## config.mk

```make
export PLATFORM = sky130hd
export DESIGN_NAME = html_entity_decoder
export DESIGN_NICKNAME = d
export VERILOG_FILES = /design/src/hde_pkg.sv /design/src/html_entity_decoder.sv
export SDC_FILE = /design/constraint.sdc
export NUM_CORES = 1
export LEC_CHECK = 0
export CORE_MARGIN = 2
export CORE_UTILIZATION = 64
export CTS_CLUSTER_SIZE = 8
export DETAILED_ROUTE_END_ITERATION = 16
export DONT_BUFFER_PORTS = 1
export GPL_TIMING_DRIVEN = 0
export PLACE_DENSITY = 0.78
export SYNTH_ARGS = -nofsm -noshare
export SYNTH_HDL_FRONTEND = slang
export SYNTH_SLANG_ARGS = --single-unit
```

## constraint.sdc

```tcl
create_clock -name clk -period 12.4 [get_ports clk]
set_clock_uncertainty 0.15 [all_clocks]
set_input_delay 1.86 -clock clk [delete_from_list [all_inputs] [get_ports clk]]
set_output_delay 1.86 -clock clk [all_outputs]
set_load 0.05 [all_outputs]
```

## src/hde_pkg.sv

```systemverilog
// ----------------------------------------------------------------------------
// hde_pkg
// Shared constants and pattern tables for the html entity decoder.
// ----------------------------------------------------------------------------
package hde_pkg;

  // default character width
  localparam int CHAR_BITS_DEF = 16;

  // entity set and buffer sizes
  localparam int NUM_ENT  = 6;
  localparam int HOLD_MAX = 5;
  localparam int WORK_MAX = 6;
  localparam int CNT_BITS = 3;
  localparam int CFG_IDX_BITS = 3;

  // upper-case range and fold offset
  localparam int CH_UPPER_A = 8'h41;
  localparam int CH_UPPER_Z = 8'h5a;
  localparam int CASE_OFFSET = 32;

  // entity order: nbsp, quot, lt, gt, amp, shy
  localparam logic [CNT_BITS-1:0] ENT_LEN [NUM_ENT] = '{
    3'd6, 3'd6, 3'd4, 3'd4, 3'd5, 3'd5
  };

  // pattern text, lower case, zero past the end
  localparam logic [7:0] ENT_TEXT [NUM_ENT][WORK_MAX] = '{
    '{8'h26, 8'h6e, 8'h62, 8'h73, 8'h70, 8'h3b},
    '{8'h26, 8'h71, 8'h75, 8'h6f, 8'h74, 8'h3b},
    '{8'h26, 8'h6c, 8'h74, 8'h3b, 8'h00, 8'h00},
    '{8'h26, 8'h67, 8'h74, 8'h3b, 8'h00, 8'h00},
    '{8'h26, 8'h61, 8'h6d, 8'h70, 8'h3b, 8'h00},
    '{8'h26, 8'h73, 8'h68, 8'h79, 8'h3b, 8'h00}
  };

  // replacement codes after reset
  localparam int CODE_RESET [NUM_ENT] = '{32, 34, 60, 62, 38, 173};

endpackage

```

## src/html_entity_decoder.sv

```systemverilog
// ----------------------------------------------------------------------------
// html_entity_decoder
// Streaming decoder that replaces &nbsp; &quot; &lt; &gt; &amp; &shy; by
// configurable single characters, letters matched without regard to case.
// ----------------------------------------------------------------------------
// An item is taken while the sequencer is idle, then it works through a
// six-entry character queue with one shared compare unit that checks the head
// character against one column of all six patterns. Queued characters are
// scanned in turn; a mismatch releases the held '&' and pushes each other held
// character back to the queue front, and at end of text the held characters
// are flushed in order. The sequencer stalls while a result cannot be placed
// in the output register.
// in_ready is high only while the sequencer is idle. The output register lets
// a new item enter while the last result of the previous one is still waiting.
module html_entity_decoder
  import hde_pkg::*;
#(
  parameter int CHAR_BITS = CHAR_BITS_DEF
) (
  input  logic                    clk,
  input  logic                    rst,
  input  logic                    cfg_wr_en,
  input  logic [CFG_IDX_BITS-1:0] cfg_index,
  input  logic [CHAR_BITS-1:0]    cfg_data,
  input  logic                    in_valid,
  output logic                    in_ready,
  input  logic [CHAR_BITS-1:0]    text_char,
  input  logic                    end_of_text,
  output logic                    out_valid,
  input  logic                    out_ready,
  output logic [CHAR_BITS-1:0]    out_char,
  output logic                    out_last
);

  // sequencer states
  localparam logic [1:0] ST_IDLE   = 2'd0;
  localparam logic [1:0] ST_SCAN   = 2'd1;
  localparam logic [1:0] ST_UNWIND = 2'd2;
  localparam logic [1:0] ST_FLUSH  = 2'd3;

  localparam logic [NUM_ENT-1:0] ALL_ENT = '1;

  typedef logic [CHAR_BITS-1:0] char_t;

  // registers
  logic [1:0]          state, state_next;
  char_t               code [NUM_ENT];
  char_t               pend [HOLD_MAX];
  char_t               pend_next [HOLD_MAX];
  logic [CNT_BITS-1:0] pc, pc_next;
  logic [NUM_ENT-1:0]  alive, alive_next;
  char_t               que [WORK_MAX];
  char_t               que_next [WORK_MAX];
  logic [CNT_BITS-1:0] qn, qn_next;
  logic                eot, eot_next;

  // compare unit and emission control
  char_t               head_fold;
  logic [NUM_ENT-1:0]  match, full, pre;
  char_t               full_code;
  logic                can_emit;
  logic                do_emit;
  char_t               emit_char;
  logic                emit_last;
  logic                pop;

  assign in_ready = (state == ST_IDLE);
  assign can_emit = !out_valid || out_ready;

  // shared compare: head character against one pattern column
  always_comb begin
    head_fold = que[0];
    if (que[0] >= CHAR_BITS'(CH_UPPER_A) && que[0] <= CHAR_BITS'(CH_UPPER_Z)) begin
      head_fold = que[0] + CHAR_BITS'(CASE_OFFSET);
    end
    full_code = '0;
    for (int e = 0; e < NUM_ENT; e++) begin
      match[e] = alive[e] && (head_fold == CHAR_BITS'(ENT_TEXT[e][pc]));
      full[e]  = match[e] && (ENT_LEN[e] == pc + 3'd1);
      pre[e]   = match[e] && (ENT_LEN[e] > pc + 3'd1);
      if (full[e]) begin
        full_code = full_code | code[e];
      end
    end
  end

  // sequencer
  always_comb begin
    state_next = state;
    pend_next  = pend;
    pc_next    = pc;
    alive_next = alive;
    que_next   = que;
    qn_next    = qn;
    eot_next   = eot;
    do_emit    = 1'b0;
    emit_char  = que[0];
    emit_last  = 1'b0;
    pop        = 1'b0;

    unique case (state)
      ST_IDLE: begin
        if (in_valid) begin
          que_next[0] = text_char;
          qn_next     = 3'd1;
          eot_next    = end_of_text;
          state_next  = ST_SCAN;
        end
      end
      ST_SCAN: begin
        if (|full) begin
          // complete entity
          if (can_emit) begin
            do_emit    = 1'b1;
            emit_char  = full_code;
            pop        = 1'b1;
            pc_next    = '0;
            alive_next = ALL_ENT;
          end
        end else if ((|pre) && (pc < CNT_BITS'(HOLD_MAX))) begin
          // still a prefix: hold the character
          pend_next[pc] = que[0];
          pc_next       = pc + 3'd1;
          alive_next    = pre;
          pop           = 1'b1;
        end else if (pc == '0) begin
          // plain character
          if (can_emit) begin
            do_emit = 1'b1;
            pop     = 1'b1;
          end
        end else begin
          // mismatch: release the held '&', rescan the rest
          if (can_emit) begin
            do_emit   = 1'b1;
            emit_char = pend[0];
            if (pc >= 3'd2) begin
              state_next = ST_UNWIND;
            end else begin
              pc_next    = '0;
              alive_next = ALL_ENT;
            end
          end
        end
        // pop the head character; when the queue drains, leave the scan
        if (pop) begin
          for (int i = 0; i < WORK_MAX - 1; i++) begin
            que_next[i] = que[i+1];
          end
          qn_next = qn - 3'd1;
          if (qn == 3'd1) begin
            if (eot && pc_next != '0) begin
              state_next = ST_FLUSH;
            end else begin
              state_next = ST_IDLE;
            end
            emit_last = eot && (pc_next == '0);
          end
        end
      end
      ST_UNWIND: begin
        // push the newest held character back to the queue front
        que_next[0] = pend[pc - 3'd1];
        for (int i = 1; i < WORK_MAX; i++) begin
          que_next[i] = que[i-1];
        end
        qn_next = qn + 3'd1;
        pc_next = pc - 3'd1;
        if (pc == 3'd2) begin
          pc_next    = '0;
          alive_next = ALL_ENT;
          state_next = ST_SCAN;
        end
      end
      ST_FLUSH: begin
        // end of text: release held characters in order
        if (can_emit) begin
          do_emit   = 1'b1;
          emit_char = pend[0];
          emit_last = (pc == 3'd1);
          for (int i = 0; i < HOLD_MAX - 1; i++) begin
            pend_next[i] = pend[i+1];
          end
          pc_next = pc - 3'd1;
          if (pc == 3'd1) begin
            alive_next = ALL_ENT;
            state_next = ST_IDLE;
          end
        end
      end
      default: begin
        state_next = ST_IDLE;
      end
    endcase
  end

  // control registers
  always_ff @(posedge clk) begin
    if (rst) begin
      state <= ST_IDLE;
      pc    <= '0;
      qn    <= '0;
      alive <= ALL_ENT;
      eot   <= 1'b0;
    end else begin
      state <= state_next;
      pc    <= pc_next;
      qn    <= qn_next;
      alive <= alive_next;
      eot   <= eot_next;
    end
  end

  // character buffers
  always_ff @(posedge clk) begin
    pend <= pend_next;
    que  <= que_next;
  end

  // replacement code registers
  always_ff @(posedge clk) begin
    if (rst) begin
      for (int e = 0; e < NUM_ENT; e++) begin
        code[e] <= CHAR_BITS'(CODE_RESET[e]);
      end
    end else if (cfg_wr_en && (cfg_index < CFG_IDX_BITS'(NUM_ENT))) begin
      code[cfg_index] <= cfg_data;
    end
  end

  // output register
  always_ff @(posedge clk) begin
    if (rst) begin
      out_valid <= 1'b0;
    end else if (do_emit) begin
      out_valid <= 1'b1;
    end else if (out_ready) begin
      out_valid <= 1'b0;
    end
  end

  always_ff @(posedge clk) begin
    if (do_emit) begin
      out_char <= emit_char;
      out_last <= emit_last;
    end
  end

`ifndef SYNTHESIS
  // held count stays within the hold buffer
  assert property (@(posedge clk) disable iff (rst) pc <= CNT_BITS'(HOLD_MAX))
    else $error("held count above limit");

  // held and queued characters never exceed the work buffer
  assert property (@(posedge clk) disable iff (rst)
    ({1'b0, pc} + {1'b0, qn}) <= 4'(WORK_MAX))
    else $error("work buffer overflow");

  // no item accepted while the queue still holds characters
  assert property (@(posedge clk) disable iff (rst) in_ready |-> (qn == '0))
    else $error("queue not empty while idle");

  // flush only runs with something held
  assert property (@(posedge clk) disable iff (rst) (state == ST_FLUSH) |-> (pc != '0))
    else $error("flush with nothing held");

  // the final result of a text leaves the sequencer idle and empty
  assert property (@(posedge clk) disable iff (rst)
    (do_emit && emit_last) |=> (state == ST_IDLE && pc == '0))
    else $error("last result with work left");
`endif

endmodule

```

After elaboration in Yosys (flattened, before gate mapping)
Memories as Yosys holds them, arrays and structs flattened.
Index checks and enable logic that the tools add are counted.

operators by class
  add/subtract/negate cells = 5
  bitwise operators = 8
  mux-type cells = 97
  order comparisons = 11
  reduce and logical (&&, ||, !) cells = 46
  eq/ne operators = 26

operators with widths
  cell                   number
  $mux 16                17
  $pmux 64 s2            2
  $mux 80                3
  $eq 16x8->1            6
  $mux 8                 12
  $bwmux 80              1
  $or 16x16->16          5
  $mux 64                1
  $mux 6                 9
  $bmux 16 s3            1
  $demux 16 s3           1
  $pmux 16 s3            1
  $mux 3                 12
  $pmux 16 s2            1
  $logic_and 1x1->1      24
  $mux 2                 12
  $mux 1                 18
  $pmux 3 s3             2
  $pmux 6 s3             1
  $add 16x6->16 const B  1
  $ge 16x7->1 const B    1
  $le 16x7->1 const B    1
  $reduce_or 16->1       1
  $ne 2x2->1 const B     7
  29 further kinds       53

storage, ports and cells
  memory bits (writable) = 96
  register bits = 209
  ROM bits = 384
  memories = 7
  input bits = 41

memories
  name              depth  bits a word  read ports  clocked after memory_dff  wr ports  RTL line                   text
  code              6      16           6           0                         6         html_entity_decoder.sv:47  char_t code [NUM_ENT];
  (name not given)  8      8            1           0                         0         html_entity_decoder.sv:78  match[e] = alive[e] && (head_fold == CHAR_BITS'(ENT_TEXT[e][pc]));
  (name not given)  8      8            1           0                         0         html_entity_decoder.sv:78
  (name not given)  8      8            1           0                         0         html_entity_decoder.sv:78
  (name not given)  8      8            1           0                         0         html_entity_decoder.sv:78
  (name not given)  8      8            1           0                         0         html_entity_decoder.sv:78
  +1 memories       -      -            -           -                         -         -

Logic depth before layout (Yosys ltp)
  word-level depth = 21
  depth in mapped cells = 18

Worst setup path before layout
OpenSTA, ideal clock, no wires.

  path kind = register to register
  from = register pc[0]
  to = register que[16] (netlist name), enable pin
  stages on the path, launching flop included = 13
  library setup time = 0.583 ns
  setup slack = 3.615 ns
  data arrival time = 8.052 ns
  path through = dfxtp_1 clkbuf_1 clkbuf_1 inv_1 ha_1 clkbuf_1 a221o_1 nor3_1 nand2_1 or4_4 a21oi_4 nor2_4 a21boi_0

on the way
  longest elaborated chain between the ends = 14
  elaborated cells between the ends (all ways) = 61
  those cells by class = add/sub: 1; order compare: 4; eq/ne: 10; mux: 16; bitwise: 1; reduce/logical: 23; memory: 6

RTL lines
  what                                        RTL line                    text
  start: declaration                          html_entity_decoder.sv:50   logic [CNT_BITS-1:0] pc, pc_next;
  start signal: assignment                    html_entity_decoder.sv:207  pc <= pc_next;
  $not 3->4 (implied by the code)             html_entity_decoder.sv:78
  $mem_v2 8x8                                 -
  $mux 8 (implied by the code) (2 in series)  html_entity_decoder.sv:78
  $eq 16x8->1                                 html_entity_decoder.sv:78
  $logic_and 1x1->1                           html_entity_decoder.sv:78
  $logic_and 1x1->1                           html_entity_decoder.sv:80   pre[e] = match[e] && (ENT_LEN[e] > pc + 3'd1);
  $reduce_or 6->1                             html_entity_decoder.sv:120  end else if ((|pre) && (pc < CNT_BITS'(HOLD_MAX))) begin
  $logic_and 1x1->1                           html_entity_decoder.sv:120
  $mux 1                                      html_entity_decoder.sv:120
  $mux 1 *                                    html_entity_decoder.sv:111  if (|full) begin
  $mux 1 *                                    html_entity_decoder.sv:101  unique case (state)
  $ne 2x2->1 (no source line) *               -
  $reduce_and 2->1 (no source line) *         -
  end signal: assignment                      html_entity_decoder.sv:217  que <= que_next;
  end: declaration                            html_entity_decoder.sv:52   char_t que [WORK_MAX];

Every way passes the cells marked *; elsewhere a longest branch is shown, timed or not. The select of a mux whose other input is x is not followed.
A chain may end at the register's enable or synchronous reset.

Worst setup path after layout
  from = register pc[0]
  to = register qn[0]

on the way
  longest elaborated chain between the ends = 14
  elaborated cells between the ends (all ways) = 61
  those cells by class = add/sub: 1; order compare: 4; eq/ne: 10; mux: 16; bitwise: 1; reduce/logical: 23; memory: 6

RTL lines
  what                                        RTL line                    text
  $not 3->4 (implied by the code)             html_entity_decoder.sv:78
  $mem_v2 8x8                                 -
  $mux 8 (implied by the code) (2 in series)  html_entity_decoder.sv:78
  $eq 16x8->1                                 html_entity_decoder.sv:78
  $logic_and 1x1->1                           html_entity_decoder.sv:78
  $logic_and 1x1->1                           html_entity_decoder.sv:80
  $reduce_or 6->1                             html_entity_decoder.sv:120
  $logic_and 1x1->1                           html_entity_decoder.sv:120
  $mux 1                                      html_entity_decoder.sv:120
  $mux 1 *                                    html_entity_decoder.sv:111
  $mux 1 *                                    html_entity_decoder.sv:101
  $ne 2x2->1 (no source line) *               -
  $reduce_and 3->1 (no source line) *         -
  end signal: assignment                      html_entity_decoder.sv:208  qn <= qn_next;
  end: declaration                            html_entity_decoder.sv:54   logic [CNT_BITS-1:0] qn, qn_next;

Marked as above.

==> impl_metrics.env <==
export IMPL_synth_adder_area_share_pct=1.97
export IMPL_hpwl_mm=28.5
export IMPL_switching_share_pct=39.0
export IMPL_start_util_pct=65.0
export IMPL_portBuffers=0
export IMPL_reg2regPathDepth=12
export IMPL_final_common_cell="edfxtp_1"
export IMPL_cts_tree="built"
export IMPL_layout_drive_gt1_share_pct=12.3
export IMPL_min_period_over_period_pct=54.1
export IMPL_htreeDepth=2
export IMPL_synthMuxAreaShare_pct=7.97
export IMPL_synth_seq_cells=305
export IMPL_gp_congestion=0.999
export IMPL_cts_buffer_depth=3
export IMPL_via_per_inst=6.78
export IMPL_cts_resized=0
export IMPL_antenna_left=0
export IMPL_synth_compound_gate_area_share_pct=12.7
export IMPL_p_seq_share_pct=39.3
export IMPL_synth_distinct_cells=80
export IMPL_critical_path_class="reg -> reg"
export IMPL_netlist_instances=1269
export IMPL_async_flop_share_pct=0
export IMPL_dieArea_mm2=0.0250
export IMPL_cp_required_ps=12690
export IMPL_antenna_cells=0
export IMPL_synth_fp_nets=1334
export IMPL_fmax_mhz=149
export IMPL_antenna_found_initial=0
export IMPL_clock_power_share_pct=23.8
export IMPL_grt_pass1_wl_mm=62.9
export IMPL_cts_root_buf="clkbuf_16"
export IMPL_die_w_um=158
export IMPL_status="complete, no violations"
export IMPL_post_cts_buffers=0
export IMPL_io_pins=60
export IMPL_cts_hold_buf=0
export IMPL_cts_buffers=44
export IMPL_wl_met1_mm=16.4
export IMPL_drv_cap=0
export IMPL_dr_wl_met3_mm=3.96
export IMPL_die_h_um=158
export IMPL_clk_latency_ps=540
export IMPL_drt_initial_drc_count=1603
export IMPL_p_leak_nw=5.79
export IMPL_synth_edf_count=289
export IMPL_whs_path_depth=0
export IMPL_synth_top_family_by_area="simple AND/OR/NAND/NOR gates"
export IMPL_avgRoutedWirePerCell_um=25.0
export IMPL_cts_sinks=305
export IMPL_cpMostUsedCell="clkbuf_1"
export IMPL_tightest_slew_ps=1330
export IMPL_synthXorXnorAreaFrac_pct=1.55
export IMPL_p_per_area_mw_per_mm2=270
export IMPL_cpPeakStageDelay_ps=1100
export IMPL_endpoint_kind="flop"
export IMPL_highest_layer="met4"
export IMPL_grt_use_total_pct=33.6
export IMPL_cp_arrival_ps=7000
export IMPL_p_int_mw=2.79
export IMPL_rsz0062_at_grt="no"
export IMPL_wl_met2_mm=19.5
export IMPL_finalSetupViolations=0
export IMPL_grt_max_degree=31
export IMPL_area_growth_pct=11.6
export IMPL_final_setup_tns_ps=0
export IMPL_start_kind="flop"
export IMPL_drt_pass1_iter_count=6
export IMPL_path_max_fanout=22
export IMPL_drc=0
export IMPL_synth_area_mm2=0.0152
export IMPL_ys_flop_type="edfxtp_1"
export IMPL_wirelength_mm=41.4
export IMPL_hold_class="reg -> reg"
export IMPL_vias=11236
export IMPL_switchingPower_mw=1.79
export IMPL_slew_headroom_pct=8.88
export IMPL_cp_slowest_cell="a2111oi_0"
export IMPL_p_total_mw=4.58
export IMPL_ir_worst_vdd_mv=0.216
export IMPL_synth_simple_area_share_pct=13.1
export IMPL_gr_total_overflow=0
export IMPL_grt_pass1_vias=10989
export IMPL_cts_clk_slew_worst_paths_ps=50
export IMPL_path_cells="clkbuf_1 -> clkbuf_1 -> inv_1 -> ha_1 -> a211o_1 -> a2111oi_0 -> a41oi_1 -> o221ai_1 -> o21ai_0 -> a211oi_4 -> nor2_1 -> a311oi_1"
export IMPL_slew_violations=0
export IMPL_final_cell_mix="edfxtp_1 (289), nand2_1 (122), nor2_1 (111)"
export IMPL_min_period_ps=6710
export IMPL_rows=56
export IMPL_ys_seq_area_share_pct=59.1
export IMPL_r2r_slack_ps=5690
export IMPL_yosysWarnings=0
export IMPL_hold_viol_final=0
export IMPL_p_comb_share_pct=37.0
export IMPL_core_area_mm2=0.0234
export IMPL_syn_avg_cell_area_um2=12.0
export IMPL_fin_nets=1386
[registers in the layout, summed over array words and instances (netlist names)]
register	count
code	96
que	96
pend	80
out_char	16
alive	6
pc	3
qn	3
state	2
eot	1
out_last	1
out_valid	1
[critical path, delay by kind of cell (launching register included)]
kind,cells,cell delay (ps)
fa+ha+maj,1,430
flops,1,580
buf+inv,3,1550
simple gates,1,80
compound gates,7,3820
[power groups by stage]
| stage | Combinational [mW] | Sequential (mW) | Clock [mW] |
|---|---|---|---|
| after floorplan | 1.15 | 1.75 | 0 |
| after global placement | 1.54 | 1.83 | 0 |
| after detailed placement | 1.62 | 1.80 | 0 |
| after CTS | 1.64 | 1.79 | 1.09 |
| after global routing | 1.80 | 1.82 | 1.13 |
| final | 1.69 | 1.80 | 1.09 |
[layout make-up]
cell class	count	area (um2)
buffer	79	309
clock buffer	61	1210
clock inverter	2	25.0
fill	1616	6420
inverter	65	244
multi-input combinational	820	5700
sequential	305	9000
tap	319	399
timing repair buffer	6	100
[stage by stage]
stage / util (%) / instances / cell area [um2] / worst slack [ps] / hold WS, ps
after floorplan: - / 1269 / 15200 / 3610 / 272
after global placement: 66.7 / 1588 / 15600 / 52.9 / 278
after detailed placement: 67.3 / 1594 / 15800 / 5830 / 283
after CTS: 72.6 / 1657 / 17000 / 5820 / 296
after global routing: 72.6 / 1657 / 17000 / 5340 / 307
final: 72.6 / 1657 / 17000 / 5690 / 294
[cells in the mapped netlist, types with 5 or more instances]
cell type / n / area share (%)
nand4_1: 5 / 0.21
nor2_1: 113 / 2.8
clkbuf_1: 64 / 1.6
a211o_1: 5 / 0.29
or3_1: 8 / 0.33
xnor2_1: 20 / 1.2
nand2_1: 122 / 3.0
nor2b_1: 9 / 0.37
inv_1: 65 / 1.6
a221oi_1: 6 / 0.35
o21ai_0: 59 / 1.9
o21ai_1: 6 / 0.20
a41o_1: 7 / 0.46
and3_1: 7 / 0.29
xor2_1: 7 / 0.40
nand2b_1: 20 / 0.82
ha_1: 24 / 2.0
a211oi_1: 8 / 0.39
a22o_1: 9 / 0.52
o221ai_1: 6 / 0.35
a21oi_1: 39 / 1.3
mux2_2: 66 / 4.9
and2_1: 57 / 2.3
mux2i_1: 11 / 0.72
buf_1: 10 / 0.25
edfxtp_1: 289 / 57
nor3_1: 9 / 0.30
dfxtp_1: 16 / 2.1
a221o_1: 9 / 0.59
a22oi_1: 43 / 2.1
mux4_2: 16 / 2.4
a222oi_1: 16 / 1.1
o21a_1: 9 / 0.44
nand3_1: 32 / 1.1
[cell families (layout without fill, tap and decap cells)]
kind of cell	count (synthesis)	count (layout)
compound gates	266	266
xor+xnor	27	27
fa+ha+maj	24	24
buf+inv	144	213
flops	305	305
mux	93	93
simple gates	410	410
[path summary, 6_finish.rpt]
kind | to | startpoint
setup / recovery | qn[0] | pc[0]
hold / removal | que[3] | que[19]
setup reg to reg | qn[0] | pc[0]
hold reg to reg | que[3] | que[19]
[per-layer routing]
layer,track usage (%),vias to the layer above
met5,0,-
met4,12.2,0
met3,6.24,151
met2,53.9,750
met1,46.4,5498
li1,-,4837
(Power assumes the default switching activity.)
